$ cat src/design/chacha_pkg.sv
package chacha_pkg;

    // Widths of the word fields
    localparam int BYTE_W      = 8;
    localparam int WORD_W      = 32;
    localparam int POS_W       = 6;
    localparam int CFG_IDX_W   = 3;
    localparam int CFG_DATA_W  = 64;

    // Block function
    localparam int STATE_WORDS = 16;
    localparam int DROUNDS     = 10;
    localparam int DR_W        = $clog2(DROUNDS);

    // Queue between front and back (power of two depth)
    localparam int FIFO_DEPTH  = 4;
    localparam int FIFO_AW     = $clog2(FIFO_DEPTH);
    localparam int FIFO_CW     = $clog2(FIFO_DEPTH + 1);

    // "expand 32-byte k"
    localparam logic [3:0][WORD_W-1:0] SIGMA = {
        32'h6b206574, 32'h79622d32, 32'h3320646e, 32'h61707865
    };

    typedef logic [STATE_WORDS-1:0][WORD_W-1:0] t_ks_block;

    // Configuration register indexes
    typedef enum logic [CFG_IDX_W-1:0] {
        CFG_KEY01    = 3'd0,
        CFG_KEY23    = 3'd1,
        CFG_KEY45    = 3'd2,
        CFG_KEY67    = 3'd3,
        CFG_NONCE01  = 3'd4,
        CFG_NONCE2   = 3'd5,
        CFG_INIT_CTR = 3'd6
    } t_cfg_idx;

    typedef struct packed {
        logic [7:0][WORD_W-1:0] key;
        logic [2:0][WORD_W-1:0] nonce;
        logic [WORD_W-1:0]      init_ctr;
    } t_cfg;

    // One classified word from the front
    typedef struct packed {
        logic [BYTE_W-1:0] data;
        logic [POS_W-1:0]  pos;
        logic              new_blk;
        logic [WORD_W-1:0] ctr;
    } t_job;

    // Block generation request
    typedef struct packed {
        logic              start;
        logic [WORD_W-1:0] ctr;
    } t_blk_req;

    typedef enum logic [1:0] {
        BK_IDLE,
        BK_GEN,
        BK_EMIT
    } t_back_st;

    typedef enum logic [1:0] {
        BL_IDLE,
        BL_ROUND,
        BL_FINAL
    } t_blk_st;

endpackage

$ cat src/design/chacha_if.sv


// Result word channel
interface chacha_out_if import chacha_pkg::*; ();
    logic              valid;
    logic              ready;
    logic [BYTE_W-1:0] result_byte;

    modport source (output valid, output result_byte, input ready);
    modport sink   (input valid, input result_byte, output ready);
endinterface


$ cat src/design/chacha_back.sv
module chacha_back import chacha_pkg::*; (
    input  logic      i_clk,
    input  logic      i_rst_n,
    input  t_job      i_job,
    input  logic      i_job_valid,
    output logic      o_pop,
    output t_blk_req  o_blk_req,
    input  logic      i_blk_done,
    input  t_ks_block i_ks,
    chacha_out_if.source o_result
);

    t_back_st          r_st, n_st;
    logic              r_out_valid;
    logic [BYTE_W-1:0] r_out_byte;
    logic              out_free, load;
    logic [WORD_W-1:0] ks_word;
    logic [BYTE_W-1:0] ks_byte;

    assign out_free = !r_out_valid || o_result.ready;

    // Keystream byte, least significant first within a word
    assign ks_word = i_ks[i_job.pos[POS_W-1:2]];
    assign ks_byte = ks_word[{i_job.pos[1:0], 3'b000} +: BYTE_W];

    // Next state
    always_comb begin
        n_st = r_st;
        case (r_st)
            BK_IDLE: if (i_job_valid && i_job.new_blk) n_st = BK_GEN;
            BK_GEN:  if (i_blk_done) n_st = BK_EMIT;
            BK_EMIT: if (out_free) n_st = BK_IDLE;
            default: n_st = BK_IDLE;
        endcase
    end

    // Block requests and result loads
    always_comb begin
        o_blk_req.start = 1'b0;
        o_blk_req.ctr   = i_job.ctr;
        load            = 1'b0;
        case (r_st)
            BK_IDLE: begin
                o_blk_req.start = i_job_valid && i_job.new_blk;
                load            = i_job_valid && !i_job.new_blk && out_free;
            end
            BK_GEN:  ;
            BK_EMIT: load = out_free;
            default: ;
        endcase
    end

    assign o_pop = load;

    always_ff @(posedge i_clk) begin
        if (load) begin
            r_out_byte <= i_job.data ^ ks_byte;
        end
    end

    always_ff @(posedge i_clk) begin
        if (!i_rst_n) begin
            r_st        <= BK_IDLE;
            r_out_valid <= 1'b0;
        end else begin
            r_st <= n_st;
            if (load) begin
                r_out_valid <= 1'b1;
            end else if (o_result.ready) begin
                r_out_valid <= 1'b0;
            end
        end
    end

    assign o_result.valid       = r_out_valid;
    assign o_result.result_byte = r_out_byte;

endmodule

$ cat src/flat_wrapper.sv
// flat-port wrapper written by rule: the top's interface ports become plain ports
module chacha_back_flat import chacha_pkg::*;
  (i_clk, i_rst_n, i_job, i_job_valid, o_pop, o_blk_req, i_blk_done, i_ks, o_result_valid, o_result_result_byte, o_result_ready);
  chacha_out_if o_result_i ();
  input  logic i_clk;
  input  logic i_rst_n;
  input  t_job i_job;
  input  logic i_job_valid;
  output logic o_pop;
  output t_blk_req o_blk_req;
  input  logic i_blk_done;
  input  t_ks_block i_ks;
  output wire logic [$bits(o_result_i.valid)-1:0] o_result_valid;
  output wire logic [$bits(o_result_i.result_byte)-1:0] o_result_result_byte;
  input wire logic [$bits(o_result_i.ready)-1:0] o_result_ready;
  assign o_result_valid = o_result_i.valid;
  assign o_result_result_byte = o_result_i.result_byte;
  assign o_result_i.ready = o_result_ready;
  chacha_back u_core (.i_clk(i_clk), .i_rst_n(i_rst_n), .i_job(i_job), .i_job_valid(i_job_valid), .o_pop(o_pop), .o_blk_req(o_blk_req), .i_blk_done(i_blk_done), .i_ks(i_ks), .o_result(o_result_i));
endmodule
$ cat config.mk
export PLATFORM = sky130hd
export DESIGN_NAME = chacha_back_flat
export DESIGN_NICKNAME = d
export VERILOG_FILES = /design/src/design/chacha_pkg.sv /design/src/design/chacha_if.sv /design/src/design/chacha_back.sv /design/src/flat_wrapper.sv
export SDC_FILE = /design/constraint.sdc
export NUM_CORES = 1
export LEC_CHECK = 0
export CORE_AREA = 10 10 231 233
export DETAILED_ROUTE_END_ITERATION = 10
export DIE_AREA = 0 0 241 243
export DONT_BUFFER_PORTS = 1
export PLACE_DENSITY = 0.3
export SYNTH_ARGS = -nofsm -noshare
export SYNTH_HDL_FRONTEND = slang
export SYNTH_SLANG_ARGS = --single-unit
$ cat constraint.sdc
create_clock -name i_clk -period 2.3 [get_ports i_clk]
set_input_delay 0.69 -clock i_clk [delete_from_list [all_inputs] [get_ports i_clk]]
set_output_delay 0.69 -clock i_clk [all_outputs]
set_load 0.02 [all_outputs]
==> results of run 1 <==
## cell families after synthesis
| logic type | synth area share |
|---|---|
| buf+inv | 0.113 |
| flops | 0.0594 |
| compound gates | 0.112 |
| mux | 0.585 |
| simple gates | 0.117 |
| xor+xnor | 0.0139 |
## worst register-to-register path: stages (launching register included)
cell      delay [ns]
dfxtp_1         0.38
nand2b_1        0.13
nor2b_2         0.33
buf_4           0.31
## Yosys cell counts, types with 3 or more instances
master / n
mux4_2: 110
buf_4: 38
mux2i_1: 35
o22ai_1: 21
buf_2: 19
nor2_1: 16
nor2b_1: 16
a21oi_1: 15
buf_6: 14
nor3_1: 14
nand3_1: 12
nand2_1: 10
edfxtp_1: 8
xnor2_1: 8
a22oi_1: 6
clkbuf_1: 6
nand2b_1: 6
nor3b_1: 5
o21ai_0: 5
o221ai_1: 5
a211oi_1: 4
mux4_1: 4
nand3b_1: 4
a211oi_2: 3
dfxtp_1: 3
or3_1: 3
## through the flow
| stage | util | total power (W) | setup TNS, ns | hold WS, ns |
|---|---|---|---|---|
| 2_1_floorplan | - | 0.00110 | 0 | 0.551 |
| 3_3_place_gp | 0.113 | 0.00114 | -1.23 | 0.582 |
| 3_5_place_dp | 0.113 | 0.00113 | -1.58 | 0.581 |
| 4_1_cts | 0.115 | 0.00154 | 0 | 0.539 |
| 5_1_grt | 0.116 | 0.00158 | 0 | 0.541 |
| 6_report | 0.116 | 0.00148 | 0 | 0.551 |
## state kept, by name, summed over array words and instances, names as in the netlist
name                         flops
u_core.o_result.result_byte      8
u_core.r_st                      2
u_core.o_result.valid            1
## power by group through the flow
stage | logic [W] | clock network, W | registers [W]
after floorplan | 0.000838 | 0 | 0.000264
after global placement | 0.000857 | 0 | 0.000280
after detailed placement | 0.000854 | 0 | 0.000279
after CTS | 0.000864 | 0.000405 | 0.000275
after global routing | 0.000899 | 0.000406 | 0.000277
final | 0.000830 | 0.000373 | 0.000274
## path summary, 6_finish.rpt
path / slack [ns] / to / startpoint
hold reg to reg: 0.59 / u_core.r_st[1] / u_core.r_st[1]
setup reg to reg: 0.83 / u_core.o_result.result_byte[4] / u_core.o_result.valid
setup / recovery: 0.08 / u_core.o_result.result_byte[6] / i_job[35]
hold / removal: 0.55 / u_core.r_st[0] / i_rst_n
## final cells by class
cell class / count / area, um^2 / share of cell area
antenna: 4 / 10.0 / 0.00178
multi-input combinational: 342 / 4210 / 0.748
clock buffer: 4 / 78.8 / 0.0140
sequential: 11 / 300 / 0.0533
timing repair buffer: 30 / 250 / 0.0444
tap: 622 / 778 / 0.138
## what timing repair did
item	CTS	global route
setup endpoints to repair	2	2
pin swaps	0	1
resized for setup	4	1
hold buffers	0	0
## placed cells by master, fill, tap and decap left out, types with 6 or more instances in the layout
cell / Yosys / final
mux4_2: 110 / 110
mux2i_1: 35 / 34
buf_4: 38 / 28
o22ai_1: 21 / 21
nor2_1: 16 / 16
nor2b_1: 16 / 15
a21oi_1: 15 / 14
nor3_1: 14 / 13
nand3_1: 12 / 12
nand2_1: 10 / 10
xnor2_1: 8 / 8
edfxtp_1: 8 / 8
nand2b_1: 6 / 6
a22oi_1: 6 / 6
## metal layers
metal | vias up | part of all wire | track usage
met2 | 342 | 0.53 | 0.210
li1 | 1744 | - | -
met1 | 2137 | 0.35 | 0.116
met4 | 2 | 0.010 | 0.0211
met5 | - | 0.00037 | 0
met3 | 26 | 0.11 | 0.0431
==> impl_metrics.py, run 1 <==
metrics = {
    "timing": {
        "worst_pin_slew_ns": 0.624,
        "maxSlewViolCount": 0,
        "final-setup-viol-count": 0,
        "slew_headroom": 0.573,
        "fmax_mhz": 450,
        "final.setup_skew_ns": 0.00369,
        "grt_setup_unrepaired": "no",
        "worst_slack_ns": 0.0768,
        "timing_hold_violations_final": 0,
        "period_needed_ns": 2.22,
        "min_period_over_period": 0.967,
    },
    "setup_path": {
        "r2r_cells": 3,
        "cp_slowest_cell": "mux4_2",
        "worst-path-buf-inv": 0,
        "path_max_fanout": 94,
        "critPathRequiredTime_ns": 2.30,
        "path_class": "input pin to register",
        "start_kind": "input pin",
        "cpPeakStageDelay_ns": 0.51,
        "crit_family": "multiplexers",
        "worstPathArrival_ns": 2.23,
        "critPathCaptureType": "register",
        "crit_cells": 6,
        "path_cells": "mux4_2 > mux2_2 > nand4_1 > o21ai_1 > nor4_2 > xnor2_1",
    },
    "worst_hold_path": {
        "hp-class": "input pin to register",
        "min_path_cells": 1,
    },
    "yosys": {
        "netlist-cell-type-count": 57,
        "synth_enable_flop_cells": 8,
        "synth_fp_nets": 996,
        "synth-main-ff-cell": "edfxtp_1",
        "syn_avg_cell_area_um2": 11.7,
        "synth_top_area_frac": 0.490,
        "synth_area_mm2": 0.00506,
        "synthTopCellsByArea": "mux4_2 49%, mux2i_1 6.9%, buf_4 5.6%",
        "ys_warn_count": 0,
        "synth-async-reset-ratio": 0,
        "netlist_instances": 432,
        "synth-seq-cells": 11,
        "yosysSeqAreaShare": 0.0594,
        "post-synth-top-area-cell": "mux4_2",
    },
    "cells_and_area": {
        "fin_area_mm2": 0.00563,
        "nFillCells": 5563,
        "synthToLayoutAreaGrowth_pct": 11.4,
        "final_layout_size_suffix_gt1_frac": 0.419,
        "fin_nets": 952,
        "final_cells": 1013,
    },
    "power_and_ir_drop": {
        "power.density_mw_per_mm2": 262,
        "seq_power_share": 0.185,
        "p_leak_nw": 1.60,
        "pwr-share-comb": 0.562,
        "p_clk_frac": 0.252,
        "switchingPower_w": 0.000493,
        "ir_worst_vdd_mv": 0.195,
        "p_int_w": 0.000983,
        "swShare": 0.334,
    },
    "clock_network": {
        "path_clk_slew_ns": 0.06,
        "clk_latency_ns": 0.26,
        "cts_tree": "built",
        "clock-root-buffer": "clkbuf_16",
        "clkSinkCount": 11,
        "numCtsBuffers": 3,
        "cts_max_path_buffers": 2,
        "htreeDepth": 1,
        "cts_setup_buffers": 0,
    },
    "routing": {
        "drt_iter0_drc": 193,
        "wl_um": 35200,
        "ant_nets": 0,
        "drc": 0,
        "avgRoutedWirePerCell_um": 34.7,
        "dr.pass1.iters": 4,
        "via_per_inst": 4.20,
        "vias": 4251,
    },
    "floorplan": {
        "std_cell_rows": 81,
        "fp.dieW_um": 241,
        "core_area_mm2": 0.0486,
        "fp.dieArea_mm2": 0.0586,
        "start_util": 0.104,
        "die_h_um": 243,
        "io_pins": 607,
    },
    "global_route": {
        "grt_pass1_wl_um": 45500,
        "grt.overflow.total": 0,
        "antenna_found_initial": 12,
        "track_usage": 0.112,
        "grt_max_degree": 103,
        "grt_pass1_vias": 5078,
    },
    "place": {
        "dp_slack_ns": -0.557,
        "gp_congestion": 0.759,
        "portBuffers": 0,
        "dpl_cell_area_mm2": 0.00552,
        "place_inst": 1005,
        "hpwl_um": 30700,
    },
    "status": {
        "status": "finished, final reports clean",
    },
    "flow_run": {
        "maxCapViolations": 0,
    },
}
Note: power is estimated with default switching activity, not from simulation.
==> run 2: changes to the inputs <==
Settings changed: BUFFER_PORTS_ARGS set to -buffer_cell sky130_fd_sc_hd__buf_2, CAP_MARGIN set to 5, CELL_PAD_IN_SITES_DETAIL_PLACEMENT set to 2, CELL_PAD_IN_SITES_GLOBAL_PLACEMENT set to 2, DONT_BUFFER_PORTS 1 to not set, PLACE_DENSITY 0.3 to 0.58.
==> run 2 against run 1 <==
Net effect:
- the flow now finishes with violations (setup timing)
- via count is 60% higher
- non-clock buffer count up 620
- hold slack is essentially flat
- sequential share of layout area decreased by 2.3 points
- routed wire length rose by 36%
- sequential cell count is the same
- clock power grew 4%
==> impl_metrics.py, run 2 (synthesized netlist as in run 1, its figures left out) <==
metrics = {
    "timing": {
        "holdWs_ns": 0.551,
        "worst_pin_slew_ns": 0.431,
        "final-setup-viol-count": 3,
        "period_needed_ns": 2.34,
        "grt_setup_unrepaired": "yes",
        "maxSlewViolCount": 0,
        "timing_hold_violations_final": 0,
        "final.setup_skew_ns": 0.0110,
        "slew_headroom": 0.713,
        "fmax_mhz": 427,
        "worst_slack_ns": -0.0437,
        "min_period_over_period": 1.02,
    },
    "cells_and_area": {
        "final_common_cell": "buf_2",
        "synthToLayoutAreaGrowth_pct": 95.0,
        "largest_reg_flops": 8,
        "final_cells": 1638,
        "fin_nets": 1572,
        "final_layout_size_suffix_gt1_frac": 0.843,
        "mostFrequentLayoutCells": "538 x buf_2, 111 x mux4_2, 74 x buf_4",
    },
    "global_route": {
        "grt_pass1_vias": 8311,
        "track_usage": 0.157,
        "grt.overflow.total": 0,
        "grt_pass1_wl_um": 64700,
        "grt_max_degree": 32,
        "antenna_found_initial": 22,
    },
    "clock_network": {
        "cts_tree": "built",
        "clk_latency_ns": 0.27,
        "htreeDepth": 1,
        "numCtsBuffers": 3,
        "clkSinkCount": 11,
        "path_clk_slew_ns": 0.06,
        "clock-root-buffer": "clkbuf_16",
        "hold_buffers": 0,
        "cts_max_path_buffers": 2,
    },
    "floorplan": {
        "std_cell_rows": 81,
        "start_util": 0.104,
        "fp.dieW_um": 241,
        "core_area_mm2": 0.0486,
        "io_pins": 607,
        "fp.dieArea_mm2": 0.0586,
        "die_h_um": 243,
    },
    "setup_path": {
        "critPathCaptureType": "register",
        "path_cells": "buf_16 > buf_16 > mux4_2 > nor2b_4 > a211oi_2 > a21oi_2 > a221oi_4 > xnor2_1",
        "critPathRequiredTime_ns": 2.32,
        "start_kind": "input pin",
        "cp_slowest_cell": "mux4_2",
        "cp_common_cell": "buf_16",
        "path_max_fanout": 6,
        "path_class": "input pin to register",
        "cpPeakStageDelay_ns": 0.52,
        "worstPathArrival_ns": 2.36,
    },
    "status": {
        "status": "finished, violations left",
        "violations": "setup timing",
    },
    "routing": {
        "vias": 6787,
        "ant_nets": 0,
        "wl_um": 48000,
        "wl_met2_um": 24500,
        "wl_met1_um": 17400,
        "drc": 0,
        "drt_iter0_drc": 196,
        "wl_met3_um": 4440,
        "avgRoutedWirePerCell_um": 29.3,
        "highest-signal-layer": "met5",
        "dr.pass1.iters": 4,
        "via_per_inst": 4.14,
    },
    "power_and_ir_drop": {
        "swShare": 0.386,
        "p_int_w": 0.00154,
        "p_leak_nw": 4.37,
        "seq_power_share": 0.098,
        "switchingPower_w": 0.000965,
        "power.density_mw_per_mm2": 254,
        "ir_worst_vdd_mv": 0.191,
        "p_clk_frac": 0.155,
        "pwr-share-comb": 0.746,
        "p_total_w": 0.00250,
    },
    "worst_hold_path": {
        "hp-class": "register to register",
    },
    "flow_run": {
        "maxCapViolations": 0,
    },
    "place": {
        "gp_congestion": 0.888,
        "hpwl_um": 41600,
        "place_inst": 1596,
        "portBuffers": 542,
    },
}
[run 2: changes by cell type in the layout (fill, tap and decap cells not counted), moves of 6 or more]
cell | before | now
buf_6 | 0 | 6
nor3_1 | 13 | 5
buf_16 | 0 | 11
a21oi_1 | 14 | 2
o22ai_2 | 0 | 9
a21oi_2 | 1 | 13
mux2i_1 | 34 | 26
o22ai_1 | 21 | 11
buf_4 | 28 | 74
nor3_2 | 3 | 11
buf_12 | 2 | 16
buf_2 | 0 | 538
[run 2: path summary, 6_finish.rpt]
kind                         startpoint                              to  slack (ns)  depth (start not counted)
setup / recovery              i_job[35]  u_core.o_result.result_byte[5]       -0.04                          8
hold / removal    u_core.o_result.valid           u_core.o_result.valid        0.55                          2
setup reg to reg         u_core.r_st[1]  u_core.o_result.result_byte[4]        0.99                          3
hold reg to reg   u_core.o_result.valid           u_core.o_result.valid        0.55                          2
[run 2: power groups by stage]
| stage | logic (W) | clock network [W] | registers [W] |
|---|---|---|---|
| after CTS | 0.00188 | 0.000427 | 0.000246 |
| after global placement | 0.00161 | 0 | 0.000250 |
| final | 0.00187 | 0.000389 | 0.000246 |
| after detailed placement | 0.00164 | 0 | 0.000250 |
| after floorplan | 0.000838 | 0 | 0.000264 |
| after global routing | 0.00201 | 0.000428 | 0.000247 |
[run 2: routing by layer]
layer  vias up  GRT usage
li1       2996          -
met1      3312      0.166
met2       397      0.283
met3        70     0.0542
met4        12     0.0514
met5         -          0
[run 2: per-stage QoR]
stage / area (um^2) / util / worst slack [ns] / setup TNS (ns)
floorplan: 5120 / - / 0.00414 / 0
detailed placement: 8740 / 0.180 / -0.689 / -4.36
CTS: 9730 / 0.200 / -0.0474 / -0.180
global placement: 8740 / 0.180 / -0.636 / -4.15
finish: 9860 / 0.203 / -0.0437 / -0.0521
global route: 9860 / 0.203 / -0.107 / -0.523
[run 2: timing repair]
item                                    4_1_cts  5_1_grt
cloned                                        9        1
pin swaps                                    38        7
resized for setup                           108       23
endpoints found under the setup margin        7        8
buffers inserted                             23        1
[run 2: critical path, delay by kind of cell]
family                 cells  cell delay, ns
XOR/XNOR                   1            0.11
multiplexers               1            0.52
AO/OA/AOI/OAI              3            0.62
AND/OR/NAND/NOR            1            0.14
buffers and inverters      2            0.28
[run 2: final cells by class]
type	instances	area [um^2]
diodes	9	22.5
clock buffers	4	78.8
fillers	5581	38800
multi-input cells	342	4620
flip-flops and latches	11	300
well taps	622	778
repair buffers	650	4060
==> run 3: changes to the inputs <==
Settings changed: CELL_PAD_IN_SITES_DETAIL_PLACEMENT 2 to not set, CELL_PAD_IN_SITES_GLOBAL_PLACEMENT 2 to not set, CORE_AREA 10 10 231 233 to 3 3 235 237, DIE_AREA 0 0 241 243 to 0 0 238 240, PLACE_DENSITY 0.58 to not set.
==> run 3 against run 2 <==
Net effect:
- the flow still finishes with violations (setup timing)
- clock skew decreased by 0.010 ns
- sequential power increased by 2%
- final cell count increased by 5.7%
- register-to-register slack improved by 0.05 ns
- first-iteration DRC count increased by 64%
- routed wire length decreased by 6.4%
- non-clock buffer count increased by 16
- final area increased by 2.6%
- clock-buffer cell count unchanged
- combinational power about the same
- critical path type unchanged
- critical endpoint is now u_core.o_result.result_byte[6]
- largest cell class unchanged
- highest routed layer unchanged
==> impl_metrics.py, run 3 (synthesized netlist as in run 1, its figures left out) <==
metrics = {
    "status": {
        "status": "finished, violations left",
        "violations": "setup timing",
    },
    "worst_hold_path": {
        "hp-class": "register to register",
    },
    "clock_network": {
        "cts_tree": "built",
        "clk_latency_ns": 0.25,
        "hold_buffers": 0,
        "path_clk_slew_ns": 0.06,
        "htreeDepth": 1,
        "clock-root-buffer": "clkbuf_16",
        "cts_max_path_buffers": 2,
        "clkSinkCount": 11,
        "numCtsBuffers": 3,
    },
    "routing": {
        "dr.pass1.iters": 5,
        "avgRoutedWirePerCell_um": 25.9,
        "drc": 0,
        "vias": 7066,
        "wl_um": 44900,
        "via_per_inst": 4.08,
        "ant_nets": 0,
        "drt_iter0_drc": 322,
    },
    "timing": {
        "final-setup-viol-count": 6,
        "tns_ns": -0.279,
        "worst_slack_ns": -0.0865,
        "grt_setup_unrepaired": "yes",
        "fmax_mhz": 419,
        "period_needed_ns": 2.39,
        "min_period_over_period": 1.04,
        "timing_hold_violations_final": 0,
        "final.setup_skew_ns": 0.000912,
        "worst_pin_slew_ns": 0.446,
        "maxSlewViolCount": 0,
        "slew_headroom": 0.694,
    },
    "global_route": {
        "grt_pass1_wl_um": 58000,
        "grt_max_degree": 31,
        "grt_pass1_vias": 7712,
        "track_usage": 0.146,
        "grt.overflow.total": 0,
        "antenna_found_initial": 35,
    },
    "place": {
        "gp_congestion": 0.932,
        "portBuffers": 542,
        "dpl_cell_area_mm2": 0.00887,
        "hpwl_um": 38700,
    },
    "floorplan": {
        "start_util": 0.0945,
        "fp.dieW_um": 238,
        "io_pins": 607,
        "die_h_um": 240,
        "fp.dieArea_mm2": 0.0571,
        "std_cell_rows": 85,
        "core_area_mm2": 0.0535,
    },
    "power_and_ir_drop": {
        "p_leak_nw": 4.46,
        "power.density_mw_per_mm2": 249,
        "ir_worst_vdd_mv": 0.123,
    },
    "setup_path": {
        "worstPathArrival_ns": 2.39,
        "critPathCaptureType": "register",
        "path_max_fanout": 11,
        "path_class": "input pin to register",
        "critPathRequiredTime_ns": 2.31,
        "start_kind": "input pin",
    },
    "cells_and_area": {
        "fin_nets": 1588,
        "fin_area_mm2": 0.0101,
        "final_layout_size_suffix_gt1_frac": 0.836,
        "synthToLayoutAreaGrowth_pct": 100,
        "largest_reg_flops": 8,
        "mostFrequentLayoutCells": "538 x buf_2, 111 x mux4_2, 75 x buf_4",
        "final_common_cell": "buf_2",
    },
    "flow_run": {
        "maxCapViolations": 0,
    },
}
## run 3: cell types whose count changed in the layout (fill, tap and decap cells not counted), moves of 4 or more
cell     change
mux2i_1      +6
buf_8        +5
a21oi_2      -5
buf_6       +10
diode_2      +4
nor3_4       +4
nor3_2       -5
## run 3: path summary, 6_finish.rpt
kind	from	end	slack (ns)	cells after the start
hold / removal	u_core.o_result.valid	u_core.o_result.valid	0.57	2
setup / recovery	i_job[37]	u_core.o_result.result_byte[6]	-0.09	9
setup reg to reg	u_core.r_st[1]	u_core.o_result.result_byte[0]	1.04	3
hold reg to reg	u_core.o_result.valid	u_core.o_result.valid	0.57	2
## run 3: per-layer routing
| metal | global-route usage | wire (um) |
|---|---|---|
| met1 | 0.167 | 17000 |
| met2 | 0.272 | 22900 |
| met3 | 0.0362 | 3650 |
| met4 | 0.0398 | 1280 |
| met5 | 0 | 168 |
## run 3: through the flow
step	utilization	setup slack [ns]	instances	hold slack [ns]	power (W)
3_5_place_dp	0.166	-0.698	1676	0.559	0.00189
2_1_floorplan	-	0.00414	432	0.551	0.00110
5_1_grt	0.189	-0.162	1728	0.617	0.00268
4_1_cts	0.183	-0.126	1706	0.569	0.00250
6_report	0.189	-0.0865	1732	0.567	0.00252
3_3_place_gp	0.166	-0.592	1676	0.524	0.00186
## run 3: area by class of cell
class | instances | area, um^2
clock buffers | 4 | 78.8
diodes | 13 | 32.5
flip-flops and latches | 11 | 300
well taps | 696 | 871
repair buffers | 666 | 4230
fillers | 5911 | 43400
multi-input cells | 342 | 4600
## run 3: power by group
part / internal, W / switching (W) / total [W] / leakage, nW
registers: 0.000238 / 0.0000119 / 0.000250 / 0.0993
clock network: 0.000236 / 0.000135 / 0.000371 / 0.0382
logic: 0.00108 / 0.000811 / 0.00189 / 4.32
total: 0.00156 / 0.000958 / 0.00252 / 4.46
## run 3: repair_timing
action                                  4_1_cts  5_1_grt
gates cloned                                  7        2
buffers inserted                             21       15
endpoints found under the setup margin        8        8
pin swaps                                    30       32
gates resized for setup                     104       39
## run 3: critical path, stage by stage
cell	delay [ns]
buf_8	0.11
buf_6	0.18
buf_12	0.17
mux2i_1	0.44
and3_1	0.23
nor4_1	0.05
buf_4	0.14
nor4_2	0.27
xnor2_1	0.09
